$ cat src/rtl/core/bsc_pkg.sv
package bsc_pkg;

  // Mouse event codes
  typedef enum logic [1:0] {
    CMD_MOVE_X = 2'd0,
    CMD_MOVE_Y = 2'd1,
    CMD_LEFT   = 2'd2,
    CMD_RIGHT  = 2'd3
  } cmd_t;

  // Sequencer states
  typedef enum logic [1:0] {
    S_CLEAR,
    S_IDLE,
    S_RUN
  } state_t;

  // Which cell the address stage is working on
  typedef enum logic [2:0] {
    PH_STAMP,
    PH_CUR,
    PH_PREV,
    PH_NEW,
    PH_DONE
  } phase_t;

  localparam int COORD_W = 6;
  localparam int GRAY_W  = 3;
  localparam int DELTA_W = 4;

  localparam logic [1:0] OVL_PLAIN = 2'd0;
  localparam logic [1:0] OVL_PAINT = 2'd1;
  localparam logic [1:0] OVL_ERASE = 2'd2;
  localparam logic [1:0] OVL_MOVED = 2'd3;

  localparam logic signed [DELTA_W-1:0] DELTA_PAINT_CENTER = 4'sd5;
  localparam logic signed [DELTA_W-1:0] DELTA_ERASE_CENTER = -4'sd7;
  localparam logic signed [DELTA_W-1:0] DELTA_PAINT_ORTHO  = 4'sd2;
  localparam logic signed [DELTA_W-1:0] DELTA_ERASE_ORTHO  = -4'sd2;
  localparam logic signed [DELTA_W-1:0] DELTA_PAINT_OTHER  = 4'sd1;
  localparam logic signed [DELTA_W-1:0] DELTA_ERASE_OTHER  = -4'sd1;

  localparam logic [GRAY_W-1:0] GRAY_MAX = 3'd7;

endpackage

$ cat src/rtl/core/bsc_ram.sv
module bsc_ram #(
  parameter int WIDTH = 3,
  parameter int DEPTH = 784
) (
  input  logic                     clk,
  input  logic                     wr_en,
  input  logic [$clog2(DEPTH)-1:0] wr_addr,
  input  logic [WIDTH-1:0]         wr_data,
  input  logic                     rd_en,
  input  logic [$clog2(DEPTH)-1:0] rd_addr,
  output logic [WIDTH-1:0]         rd_data
);

  logic [WIDTH-1:0] mem [DEPTH];

  // Read data holds while rd_en is low
  always_ff @(posedge clk) begin
    if (wr_en) begin
      mem[wr_addr] <= wr_data;
    end
    if (rd_en) begin
      rd_data <= mem[rd_addr];
    end
  end

endmodule

$ cat src/rtl/core/brush_stamp_canvas_core.sv
// Channel | Direction | Handshake            | Beat payload
// --------+-----------+----------------------+----------------------------------------------
// in_     | input     | in_valid / in_ready  | in_cmd, in_amount
// out_    | output    | out_valid / out_ready| out_cell_x, out_cell_y, out_gray_level,
//         |           |                      | out_overlay, out_last
// cfg_    | input     | cfg_valid / cfg_ready| cfg_brush_radius
//
// After reset the canvas RAM is swept to zero, one cell per cycle;
// in_ready stays low during the sweep, cfg_ready is always high.
// An event is accepted, then the address stage steps through every brush position, (2r+1)^2 with
// clipped positions included, then through one to three cursor cells, and the pipeline drains.
// The single RAM read/write port pair serves both stages.
// A low out_ready stalls the data stage; the address stage holds behind it.

module brush_stamp_canvas_core #(
  parameter int GRID       = 28,
  parameter int MAX_RADIUS = 3
) (
  input  logic                                clk,
  input  logic                                rst_n,
  // event input
  input  logic                                in_valid,
  output logic                                in_ready,
  input  logic [1:0]                          in_cmd,
  input  logic signed [7:0]                   in_amount,
  // cell output
  output logic                                out_valid,
  input  logic                                out_ready,
  output logic [bsc_pkg::COORD_W-1:0]         out_cell_x,
  output logic [bsc_pkg::COORD_W-1:0]         out_cell_y,
  output logic [bsc_pkg::GRAY_W-1:0]          out_gray_level,
  output logic [1:0]                          out_overlay,
  output logic                                out_last,
  // configuration
  input  logic                                cfg_valid,
  output logic                                cfg_ready,
  input  logic [1:0]                          cfg_brush_radius
);

  localparam int DEPTH  = GRID * GRID;
  localparam int ADDR_W = $clog2(DEPTH);
  localparam int CW     = bsc_pkg::COORD_W;
  localparam int GW     = bsc_pkg::GRAY_W;
  localparam int DW     = bsc_pkg::DELTA_W;

  localparam logic [CW-1:0]     GRID_MAX  = CW'(GRID - 1);
  localparam logic [CW-1:0]     GRID_HALF = CW'(GRID / 2);
  localparam logic [ADDR_W-1:0] ADDR_LAST = ADDR_W'(DEPTH - 1);
  localparam logic [1:0]        RAD_MAX   = 2'(MAX_RADIUS);

  // ---------------------------------------------------------------------------
  // State registers
  // ---------------------------------------------------------------------------
  bsc_pkg::state_t state_r, state_nxt;
  bsc_pkg::phase_t phase_r, phase_nxt;

  logic [ADDR_W-1:0] clr_addr_r, clr_addr_nxt;

  logic [CW-1:0] col_r, col_nxt;
  logic [CW-1:0] row_r, row_nxt;
  logic [CW-1:0] prev_col_r, prev_col_nxt;
  logic [CW-1:0] prev_row_r, prev_row_nxt;
  logic          painting_r, painting_nxt;
  logic          erasing_r, erasing_nxt;
  logic          paint_mode_r, paint_mode_nxt;
  logic          moved_r, moved_nxt;
  logic [1:0]    radius_r, radius_nxt;

  // brush offsets of the address stage
  logic signed [2:0] di_r, di_nxt;
  logic signed [2:0] dj_r, dj_nxt;

  // data stage: RAM data arrives here in the cycle after the read
  logic                 b_valid_r, b_valid_nxt;
  logic [ADDR_W-1:0]    b_addr_r, b_addr_nxt;
  logic [CW-1:0]        b_x_r, b_x_nxt;
  logic [CW-1:0]        b_y_r, b_y_nxt;
  logic signed [DW-1:0] b_delta_r, b_delta_nxt;
  logic                 b_write_r, b_write_nxt;
  logic [1:0]           b_ov_r, b_ov_nxt;
  logic                 b_last_r, b_last_nxt;

  // read-during-write bypass
  logic          fwd_r, fwd_nxt;
  logic [GW-1:0] fwd_data_r, fwd_data_nxt;

  // output register
  logic          out_valid_r, out_valid_nxt;
  logic [CW-1:0] out_x_r, out_x_nxt;
  logic [CW-1:0] out_y_r, out_y_nxt;
  logic [GW-1:0] out_gray_r, out_gray_nxt;
  logic [1:0]    out_ov_r, out_ov_nxt;
  logic          out_last_r, out_last_nxt;

  // ---------------------------------------------------------------------------
  // RAM
  // ---------------------------------------------------------------------------
  logic              wr_en;
  logic [ADDR_W-1:0] wr_addr;
  logic [GW-1:0]     wr_data;
  logic              rd_en;
  logic [ADDR_W-1:0] rd_addr;
  logic [GW-1:0]     rd_data;

  bsc_ram #(
    .WIDTH (GW),
    .DEPTH (DEPTH)
  ) u_canvas (
    .clk     (clk),
    .wr_en   (wr_en),
    .wr_addr (wr_addr),
    .wr_data (wr_data),
    .rd_en   (rd_en),
    .rd_addr (rd_addr),
    .rd_data (rd_data)
  );

  // ---------------------------------------------------------------------------
  // Event decode: cursor step with clamp, button flags
  // ---------------------------------------------------------------------------
  logic          amt_pos;
  logic          amt_neg;
  logic          amt_nz;
  logic [CW-1:0] ev_col;
  logic [CW-1:0] ev_row;
  logic          ev_paint;
  logic          ev_erase;
  logic          ev_moved;

  assign amt_nz  = (in_amount != 8'sd0);
  assign amt_neg = in_amount[7];
  assign amt_pos = amt_nz && !amt_neg;

  always_comb begin
    ev_col   = col_r;
    ev_row   = row_r;
    ev_paint = painting_r;
    ev_erase = erasing_r;
    case (bsc_pkg::cmd_t'(in_cmd))
      bsc_pkg::CMD_MOVE_X: begin
        if (amt_pos && col_r != GRID_MAX) begin
          ev_col = col_r + CW'(1);
        end else if (amt_neg && col_r != '0) begin
          ev_col = col_r - CW'(1);
        end
      end
      bsc_pkg::CMD_MOVE_Y: begin
        if (amt_pos && row_r != GRID_MAX) begin
          ev_row = row_r + CW'(1);
        end else if (amt_neg && row_r != '0) begin
          ev_row = row_r - CW'(1);
        end
      end
      bsc_pkg::CMD_LEFT:  ev_paint = amt_nz;
      bsc_pkg::CMD_RIGHT: ev_erase = amt_nz;
      default: ;
    endcase
    ev_moved = (ev_col != col_r) || (ev_row != row_r);
  end

  // ---------------------------------------------------------------------------
  // Address stage: pick the cell for the current phase
  // ---------------------------------------------------------------------------
  logic [1:0]           rad;
  logic signed [2:0]    rad_s;
  logic signed [7:0]    sx;
  logic signed [7:0]    sy;
  logic                 a_in_grid;
  logic [CW-1:0]        a_x;
  logic [CW-1:0]        a_y;
  logic [ADDR_W-1:0]    a_addr;
  logic signed [DW-1:0] a_delta;
  logic                 a_write;
  logic [1:0]           a_ov;
  logic                 a_last;
  logic                 di_zero, dj_zero, di_one, dj_one;

  // radius above what the brush supports saturates
  assign rad   = (radius_r > RAD_MAX) ? RAD_MAX : radius_r;
  assign rad_s = $signed({1'b0, rad});

  assign sx = $signed({2'b00, col_r}) + $signed({{5{di_r[2]}}, di_r});
  assign sy = $signed({2'b00, row_r}) + $signed({{5{dj_r[2]}}, dj_r});

  assign di_zero = (di_r == 3'sd0);
  assign dj_zero = (dj_r == 3'sd0);
  assign di_one  = (di_r == 3'sd1) || (di_r == -3'sd1);
  assign dj_one  = (dj_r == 3'sd1) || (dj_r == -3'sd1);

  always_comb begin
    a_x       = col_r;
    a_y       = row_r;
    a_in_grid = 1'b1;
    a_write   = 1'b0;
    a_ov      = bsc_pkg::OVL_PLAIN;
    a_last    = 1'b0;
    a_delta   = paint_mode_r ? bsc_pkg::DELTA_PAINT_OTHER : bsc_pkg::DELTA_ERASE_OTHER;
    if (di_zero && dj_zero) begin
      a_delta = paint_mode_r ? bsc_pkg::DELTA_PAINT_CENTER : bsc_pkg::DELTA_ERASE_CENTER;
    end else if ((di_zero && dj_one) || (dj_zero && di_one)) begin
      a_delta = paint_mode_r ? bsc_pkg::DELTA_PAINT_ORTHO : bsc_pkg::DELTA_ERASE_ORTHO;
    end
    case (phase_r)
      bsc_pkg::PH_STAMP: begin
        a_x       = sx[CW-1:0];
        a_y       = sy[CW-1:0];
        a_write   = 1'b1;
        a_in_grid = !sx[7] && (sx[6:0] < 7'(GRID)) && !sy[7] && (sy[6:0] < 7'(GRID));
      end
      bsc_pkg::PH_CUR: begin
        a_ov   = paint_mode_r ? bsc_pkg::OVL_PAINT : bsc_pkg::OVL_ERASE;
        a_last = !moved_r;
      end
      bsc_pkg::PH_PREV: begin
        a_x = prev_col_r;
        a_y = prev_row_r;
      end
      bsc_pkg::PH_NEW: begin
        a_ov   = bsc_pkg::OVL_MOVED;
        a_last = 1'b1;
      end
      default: ;
    endcase
    a_addr = ADDR_W'(a_y) * ADDR_W'(GRID) + ADDR_W'(a_x);
  end

  // ---------------------------------------------------------------------------
  // Data stage: saturating update
  // ---------------------------------------------------------------------------
  logic [GW-1:0]     b_data;
  logic signed [4:0] b_sum;
  logic [GW-1:0]     b_sat;
  logic              out_free;
  logic              b_adv;
  logic              b_free;

  assign b_data = fwd_r ? fwd_data_r : rd_data;
  assign b_sum  = $signed({2'b00, b_data}) + $signed({b_delta_r[DW-1], b_delta_r});

  always_comb begin
    if (b_sum[4]) begin
      b_sat = '0;
    end else if (b_sum[3]) begin
      b_sat = bsc_pkg::GRAY_MAX;
    end else begin
      b_sat = b_sum[GW-1:0];
    end
  end

  assign out_free = !out_valid_r || out_ready;
  assign b_adv    = b_valid_r && out_free;
  assign b_free   = !b_valid_r || b_adv;

  // ---------------------------------------------------------------------------
  // Sequencer
  // ---------------------------------------------------------------------------
  always_comb begin
    state_nxt      = state_r;
    phase_nxt      = phase_r;
    clr_addr_nxt   = clr_addr_r;
    col_nxt        = col_r;
    row_nxt        = row_r;
    prev_col_nxt   = prev_col_r;
    prev_row_nxt   = prev_row_r;
    painting_nxt   = painting_r;
    erasing_nxt    = erasing_r;
    paint_mode_nxt = paint_mode_r;
    moved_nxt      = moved_r;
    radius_nxt     = radius_r;
    di_nxt         = di_r;
    dj_nxt         = dj_r;
    b_valid_nxt    = b_valid_r;
    b_addr_nxt     = b_addr_r;
    b_x_nxt        = b_x_r;
    b_y_nxt        = b_y_r;
    b_delta_nxt    = b_delta_r;
    b_write_nxt    = b_write_r;
    b_ov_nxt       = b_ov_r;
    b_last_nxt     = b_last_r;
    fwd_nxt        = fwd_r;
    fwd_data_nxt   = fwd_data_r;
    out_valid_nxt  = out_valid_r;
    out_x_nxt      = out_x_r;
    out_y_nxt      = out_y_r;
    out_gray_nxt   = out_gray_r;
    out_ov_nxt     = out_ov_r;
    out_last_nxt   = out_last_r;
    in_ready       = 1'b0;
    wr_en          = 1'b0;
    wr_addr        = b_addr_r;
    wr_data        = b_sat;
    rd_en          = 1'b0;
    rd_addr        = a_addr;

    // take the register write at any time; the block is idle by contract
    if (cfg_valid) begin
      radius_nxt = cfg_brush_radius;
    end

    // drop the output beat once taken
    if (out_valid_r && out_ready) begin
      out_valid_nxt = 1'b0;
    end

    case (state_r)
      bsc_pkg::S_CLEAR: begin
        wr_en   = 1'b1;
        wr_addr = clr_addr_r;
        wr_data = '0;
        if (clr_addr_r == ADDR_LAST) begin
          state_nxt = bsc_pkg::S_IDLE;
        end else begin
          clr_addr_nxt = clr_addr_r + ADDR_W'(1);
        end
      end

      bsc_pkg::S_IDLE: begin
        in_ready = 1'b1;
        if (in_valid) begin
          col_nxt        = ev_col;
          row_nxt        = ev_row;
          prev_col_nxt   = col_r;
          prev_row_nxt   = row_r;
          painting_nxt   = ev_paint;
          erasing_nxt    = ev_erase;
          paint_mode_nxt = ev_paint;
          moved_nxt      = ev_moved;
          di_nxt         = -rad_s;
          dj_nxt         = -rad_s;
          if (ev_paint || ev_erase) begin
            phase_nxt = bsc_pkg::PH_STAMP;
            state_nxt = bsc_pkg::S_RUN;
          end else if (ev_moved) begin
            phase_nxt = bsc_pkg::PH_PREV;
            state_nxt = bsc_pkg::S_RUN;
          end
        end
      end

      bsc_pkg::S_RUN: begin
        // retire the data-stage cell into the output register
        if (b_adv) begin
          b_valid_nxt   = 1'b0;
          wr_en         = b_write_r;
          out_valid_nxt = 1'b1;
          out_x_nxt     = b_x_r;
          out_y_nxt     = b_y_r;
          out_gray_nxt  = b_write_r ? b_sat : b_data;
          out_ov_nxt    = b_ov_r;
          out_last_nxt  = b_last_r;
        end

        // advance the address stage when the data stage has room
        if (phase_r != bsc_pkg::PH_DONE && b_free) begin
          if (a_in_grid) begin
            rd_en        = 1'b1;
            fwd_nxt      = wr_en && (wr_addr == a_addr);
            fwd_data_nxt = wr_data;
            b_valid_nxt  = 1'b1;
            b_addr_nxt   = a_addr;
            b_x_nxt      = a_x;
            b_y_nxt      = a_y;
            b_delta_nxt  = a_delta;
            b_write_nxt  = a_write;
            b_ov_nxt     = a_ov;
            b_last_nxt   = a_last;
          end
          case (phase_r)
            bsc_pkg::PH_STAMP: begin
              if (dj_r == rad_s) begin
                if (di_r == rad_s) begin
                  phase_nxt = bsc_pkg::PH_CUR;
                end else begin
                  di_nxt = di_r + 3'sd1;
                  dj_nxt = -rad_s;
                end
              end else begin
                dj_nxt = dj_r + 3'sd1;
              end
            end
            bsc_pkg::PH_CUR:  phase_nxt = moved_r ? bsc_pkg::PH_PREV : bsc_pkg::PH_DONE;
            bsc_pkg::PH_PREV: phase_nxt = bsc_pkg::PH_NEW;
            default:          phase_nxt = bsc_pkg::PH_DONE;
          endcase
        end

        if (phase_r == bsc_pkg::PH_DONE && !b_valid_r) begin
          state_nxt = bsc_pkg::S_IDLE;
        end
      end

      default: state_nxt = bsc_pkg::S_CLEAR;
    endcase
  end

  always_ff @(posedge clk) begin
    if (!rst_n) begin
      state_r      <= bsc_pkg::S_CLEAR;
      phase_r      <= bsc_pkg::PH_DONE;
      clr_addr_r   <= '0;
      col_r        <= GRID_HALF;
      row_r        <= GRID_HALF;
      prev_col_r   <= GRID_HALF;
      prev_row_r   <= GRID_HALF;
      painting_r   <= 1'b0;
      erasing_r    <= 1'b0;
      paint_mode_r <= 1'b0;
      moved_r      <= 1'b0;
      radius_r     <= 2'd3;
      b_valid_r    <= 1'b0;
      fwd_r        <= 1'b0;
      out_valid_r  <= 1'b0;
    end else begin
      state_r      <= state_nxt;
      phase_r      <= phase_nxt;
      clr_addr_r   <= clr_addr_nxt;
      col_r        <= col_nxt;
      row_r        <= row_nxt;
      prev_col_r   <= prev_col_nxt;
      prev_row_r   <= prev_row_nxt;
      painting_r   <= painting_nxt;
      erasing_r    <= erasing_nxt;
      paint_mode_r <= paint_mode_nxt;
      moved_r      <= moved_nxt;
      radius_r     <= radius_nxt;
      b_valid_r    <= b_valid_nxt;
      fwd_r        <= fwd_nxt;
      out_valid_r  <= out_valid_nxt;
    end
  end

  // payload registers, no reset
  always_ff @(posedge clk) begin
    di_r       <= di_nxt;
    dj_r       <= dj_nxt;
    b_addr_r   <= b_addr_nxt;
    b_x_r      <= b_x_nxt;
    b_y_r      <= b_y_nxt;
    b_delta_r  <= b_delta_nxt;
    b_write_r  <= b_write_nxt;
    b_ov_r     <= b_ov_nxt;
    b_last_r   <= b_last_nxt;
    fwd_data_r <= fwd_data_nxt;
    out_x_r    <= out_x_nxt;
    out_y_r    <= out_y_nxt;
    out_gray_r <= out_gray_nxt;
    out_ov_r   <= out_ov_nxt;
    out_last_r <= out_last_nxt;
  end

  assign cfg_ready      = 1'b1;
  assign out_valid      = out_valid_r;
  assign out_cell_x     = out_x_r;
  assign out_cell_y     = out_y_r;
  assign out_gray_level = out_gray_r;
  assign out_overlay    = out_ov_r;
  assign out_last       = out_last_r;

  // ---------------------------------------------------------------------------
  // Assertions
  // ---------------------------------------------------------------------------
  a_cursor_in_grid: assert property (@(posedge clk) disable iff (!rst_n)
    (col_r <= GRID_MAX) && (row_r <= GRID_MAX))
    else $error("cursor left the grid");

  a_no_output_in_clear: assert property (@(posedge clk) disable iff (!rst_n)
    (state_r == bsc_pkg::S_CLEAR) |-> (!out_valid_r && !b_valid_r))
    else $error("cell beat during clearing sweep");

  a_accept_stage_empty: assert property (@(posedge clk) disable iff (!rst_n)
    (in_valid && in_ready) |-> !b_valid_r)
    else $error("event accepted with data stage busy");

  a_last_closes_event: assert property (@(posedge clk) disable iff (!rst_n)
    (b_adv && b_last_r) |-> (phase_r == bsc_pkg::PH_DONE))
    else $error("last beat retired while cells still pending");

  a_data_stage_in_grid: assert property (@(posedge clk) disable iff (!rst_n)
    b_valid_r |-> ((b_x_r <= GRID_MAX) && (b_y_r <= GRID_MAX)))
    else $error("clipped cell reached the data stage");

endmodule

$ cat config.mk
export PLATFORM = sky130hd
export DESIGN_NAME = brush_stamp_canvas_core
export DESIGN_NICKNAME = d
export VERILOG_FILES = /design/src/rtl/core/bsc_pkg.sv /design/src/rtl/core/bsc_ram.sv /design/src/rtl/core/brush_stamp_canvas_core.sv
export SDC_FILE = /design/constraint.sdc
export NUM_CORES = 2
export LEC_CHECK = 0
export ABC_CLOCK_PERIOD_IN_PS = 69300
export BUFFER_PORTS_ARGS = -buffer_cell sky130_fd_sc_hd__clkbuf_2
export CORE_MARGIN = 2
export CORE_UTILIZATION = 38
export CTS_CLUSTER_SIZE = 20
export DETAILED_ROUTE_END_ITERATION = 8
export SETUP_SLACK_MARGIN = 0.4
export SLEW_MARGIN = 20
export SYNTH_ARGS = -nofsm -noshare
export SYNTH_HDL_FRONTEND = slang
export SYNTH_HIERARCHICAL = 1
export SYNTH_SLANG_ARGS = --single-unit
$ cat constraint.sdc
create_clock -name clk -period 69.3 [get_ports clk]
set_clock_uncertainty 0.1 [all_clocks]
set_input_delay 20.79 -clock clk [delete_from_list [all_inputs] [get_ports clk]]
set_output_delay 20.79 -clock clk [all_outputs]
set_load 0.005 [all_outputs]
==> flow_summary.rst <==
.. list-table::
   :header-rows: 1

   * - Metric
     - Value
   * - Post-synth net total
     - 5,564
   * - Average wire per cell in the routed design
     - 27.6 um
   * - F_max
     - 41.9 MHz
   * - Vias in the first global route
     - 52,700
   * - Clock Path Buffers
     - 3
   * - IO Count
     - 38
   * - Met1 GRT Util
     - 26.1%
   * - Clock insertion delay at the later pin of the skew report
     - 890 ps
   * - Hold_ws
     - 312 ps
   * - Clock sinks
     - 2,457
   * - Total of cells resized after clock tree synthesis
     - 0
   * - Most common flop cell mapped by yosys
     - edfxtp_1
   * - M2 GR Usage
     - 30.7%
   * - Worst Path Max Fanout
     - 35
   * - Sort of element at the end of the critical path
     - flip-flop
   * - Yosys cell types
     - 80
   * - Power after layout
     - 5.44 mW
   * - Relative slew margins
     - 21.3%
   * - TritonCTS clock tree
     - yes
   * - # Max-Cap Violations
     - 0
   * - Data arrival time of the worst path
     - 24,290 ps
   * - Critical path launch point type
     - input pin
   * - Cell count after placement
     - 8,790
   * - Largest voltage drop on the vdd net
     - 0.0572 mV
   * - Horiz. Die Dim
     - 517 um
   * - GR Util met3
     - 3.44%
   * - Drt initial violations
     - 6,515
   * - Ys async rst share
     - 0%
   * - CORE AREA
     - 0.262 mm^2
   * - Final RePlAce weighted congestion
     - 0.825
   * - Total number of nets in the final design
     - 5,590
   * - Slew Limit Fails
     - 0
   * - Highest-utilization routing layer at the global route stage
     - met2
   * - Setup TNS after final layout
     - 0 ps
   * - Vias
     - 52,200
   * - Warnings, synthesis
     - 6
   * - Sequential share of the synthesized area
     - 73.3%
   * - Placement row count
     - 188
   * - Cell Pwr Density
     - 48.5 mW/mm^2
   * - Outcome
     - finished, final reports clean
   * - Number of standard cells after synthesis
     - 5,491
   * - Highest-count cells in the layout ignoring fill and taps
     - 2,410 x edfxtp_1, 867 x nor2_1, 588 x mux4_2
   * - Cell leakage power
     - 34.1 nW
   * - Type of the worst setup path
     - in -> reg
   * - Overall Global Routing Usage
     - 18.9%
   * - Area of the mapped netlist
     - 0.100 mm^2
   * - Share of post-route cells with drive strength above 1
     - 21.2%
   * - Setup repair after global routing missed its margin
     - false
   * - Die area
     - 0.267 mm^2
   * - Final setup fails
     - 0
   * - Worst min path class
     - reg -> reg
   * - Number of fillers in the final layout
     - 22,800
   * - CTS hold repair buffers
     - 0
   * - Floorplan die height
     - 517 um
   * - Initial antenna violation count
     - 13
   * - Routed via count divided by cell count
     - 5.65
   * - Dpl hpwl
     - 151 mm
   * - Most common cell after layout, fill and taps aside
     - edfxtp_1
   * - Final routed wirelength across all metal layers
     - 255 mm
   * - Final Cycle Share
     - 34.4%
   * - Synthesis-stage register bit count
     - 2,457
   * - Count of input and output buffers
     - 36
   * - Root buffer selected by CTS
     - clkbuf_16
   * - Pin count of the biggest net entering global routing
     - 186
   * - Global-route wire length before repair
     - 369 mm
   * - Post-CTS clock slew at the launch and capture registers of the worst setup and hold paths
     - 60 ps
   * - # DRC
     - 0
   * - Final ANT Viol Nets
     - 0
   * - Number of synthesized flops with an enable pin
     - 2,410
   * - Leftover overflow at the end of global routing
     - 0
   * - Iteration count of the initial detailed-routing pass
     - 6
   * - Minimum clock period after layout
     - 23,860 ps
   * - # H-tree levels
     - 4
   * - Initial standard-cell utilization of the core
     - 38.2%
   * - Synthesized area per cell
     - 18.2 um^2
   * - Slew at the pin closest to its max-slew limit
     - 1180 ps
   * - Clock buffer count from CTS
     - 238
   * - Post-synthesis to final-layout area growth
     - 12.1%
   * - Endpoint required time on the critical path
     - 69,730 ps
   * - Fin. Hold Viols
     - 0
   * - Post CTS Setup Buffer Count
     - 0
   * - Final standard cell count with taps included and fillers excluded
     - 9,242
-- synth_stat cells (all sizes together), types with 7 or more instances --
| cell | n | area [um^2] |
|---|---|---|
| nand2 | 183 | 687 |
| nor2b | 17 | 114 |
| nor3b | 7 | 52.6 |
| buf | 171 | 1080 |
| nor4 | 24 | 150 |
| a221oi | 12 | 105 |
| a21oi | 109 | 546 |
| inv | 49 | 184 |
| dfxtp | 47 | 941 |
| xor2 | 24 | 210 |
| o22ai | 39 | 244 |
| o21bai | 7 | 52.6 |
| o221ai | 61 | 534 |
| and2 | 15 | 93.8 |
| ha | 49 | 613 |
| mux4 | 588 | 13200 |
| xnor2 | 25 | 219 |
| a211oi | 16 | 135 |
| a22oi | 53 | 398 |
| fa | 7 | 140 |
| nor3 | 42 | 210 |
| nor2 | 872 | 3270 |
| a22o | 14 | 123 |
| mux2i | 144 | 1440 |
| nand4 | 9 | 56.3 |
| o21ai | 49 | 245 |
| edfxtp | 2410 | 72400 |
| nand2b | 16 | 100 |
| mux2 | 31 | 349 |
| clkbuf | 215 | 818 |
| o211ai | 12 | 90.1 |
| nand3 | 69 | 345 |
| a21o | 8 | 60.1 |
-- sequential cells by signal, indices dropped and copies added, names as in the netlist, 3 cells and up --
signal	cells
u_canvas/mem	2352
b_addr_r	10
clr_addr_r	10
b_y_r	6
col_r	6
out_cell_x	6
out_cell_y	6
prev_col_r	6
prev_row_r	6
row_r	6
b_delta_r	4
b_x_r	4
di_r	3
dj_r	3
fwd_data_r	3
out_gray_level	3
phase_r	3
u_canvas/rd_data	3
-- final cells by class --
class	count	area [um^2]	area share [%]
flip-flops and latches	2457	73300	65.3
multi-input cells	2598	25000	22.3
clock buffers	291	6240	5.56
well taps	3515	4400	3.92
clock inverters	156	1730	1.54
repair buffers	172	1290	1.15
inverters	50	191	0.171
diodes	3	7.51	0.00669
-- worst paths after layout --
kind | depth (start not counted) | slack, ps | from | endpoint
hold reg to reg | 0 | 310 | b_x_r[4]$_DFFE_PP_ | out_cell_x[4]$_DFFE_PP_
hold / removal | 0 | 310 | b_x_r[4]$_DFFE_PP_ | out_cell_x[4]$_DFFE_PP_
setup reg to reg | 18 | 60460 | col_r[0]$_SDFFE_PN0P_ | u_canvas/rd_data[1]$_DFFE_PP_
setup / recovery | 8 | 45440 | out_ready | u_canvas/mem[335][1]$_DFFE_PP_
-- power by group --
group	switching, mW	total [mW]	internal (mW)
registers	0.00886	1.90	1.89
logic	1.56	2.23	0.668
clock network	0.559	1.31	0.750
-- per-stage QoR --
stage	instance area, um^2	worst slack, ps	util [%]
floorplan	100000	44550	-
global placement	104000	44600	39.7
detailed placement	104000	44560	39.8
CTS	112000	45520	42.8
global route	112000	45270	42.8
finish	112000	45440	42.8
-- metal layers --
layer  share of wire, %  wire [um]
met1                 41     104000
met2                 48     123000
met3                8.4      21300
met4                2.5       6410
met5                  0          0
-- worst max-delay path, cell delays in order --
cell	delay, ps
clkbuf_2	90
nand2b_1	200
nand3_1	130
inv_1	580
a21o_2	260
buf_4	520
nand3_2	1050
nor2_1	600
-- logic make-up (layout without fill, tap and decap cells) --
kind of cell	Yosys count	in the layout	share of synthesized area, %
AOI/OAI and AO/OA	440	440	3.05
xor gates and xnor gates	50	50	0.452
adders and majority gates	56	56	0.753
buffers and inverters	436	669	2.09
DFF	2457	2457	73.3
muxes	763	763	15.0
other	1	4	0.00375
and+or+nand+nor	1288	1288	5.34
No activity file was read; power rests on OpenSTA's default activity.
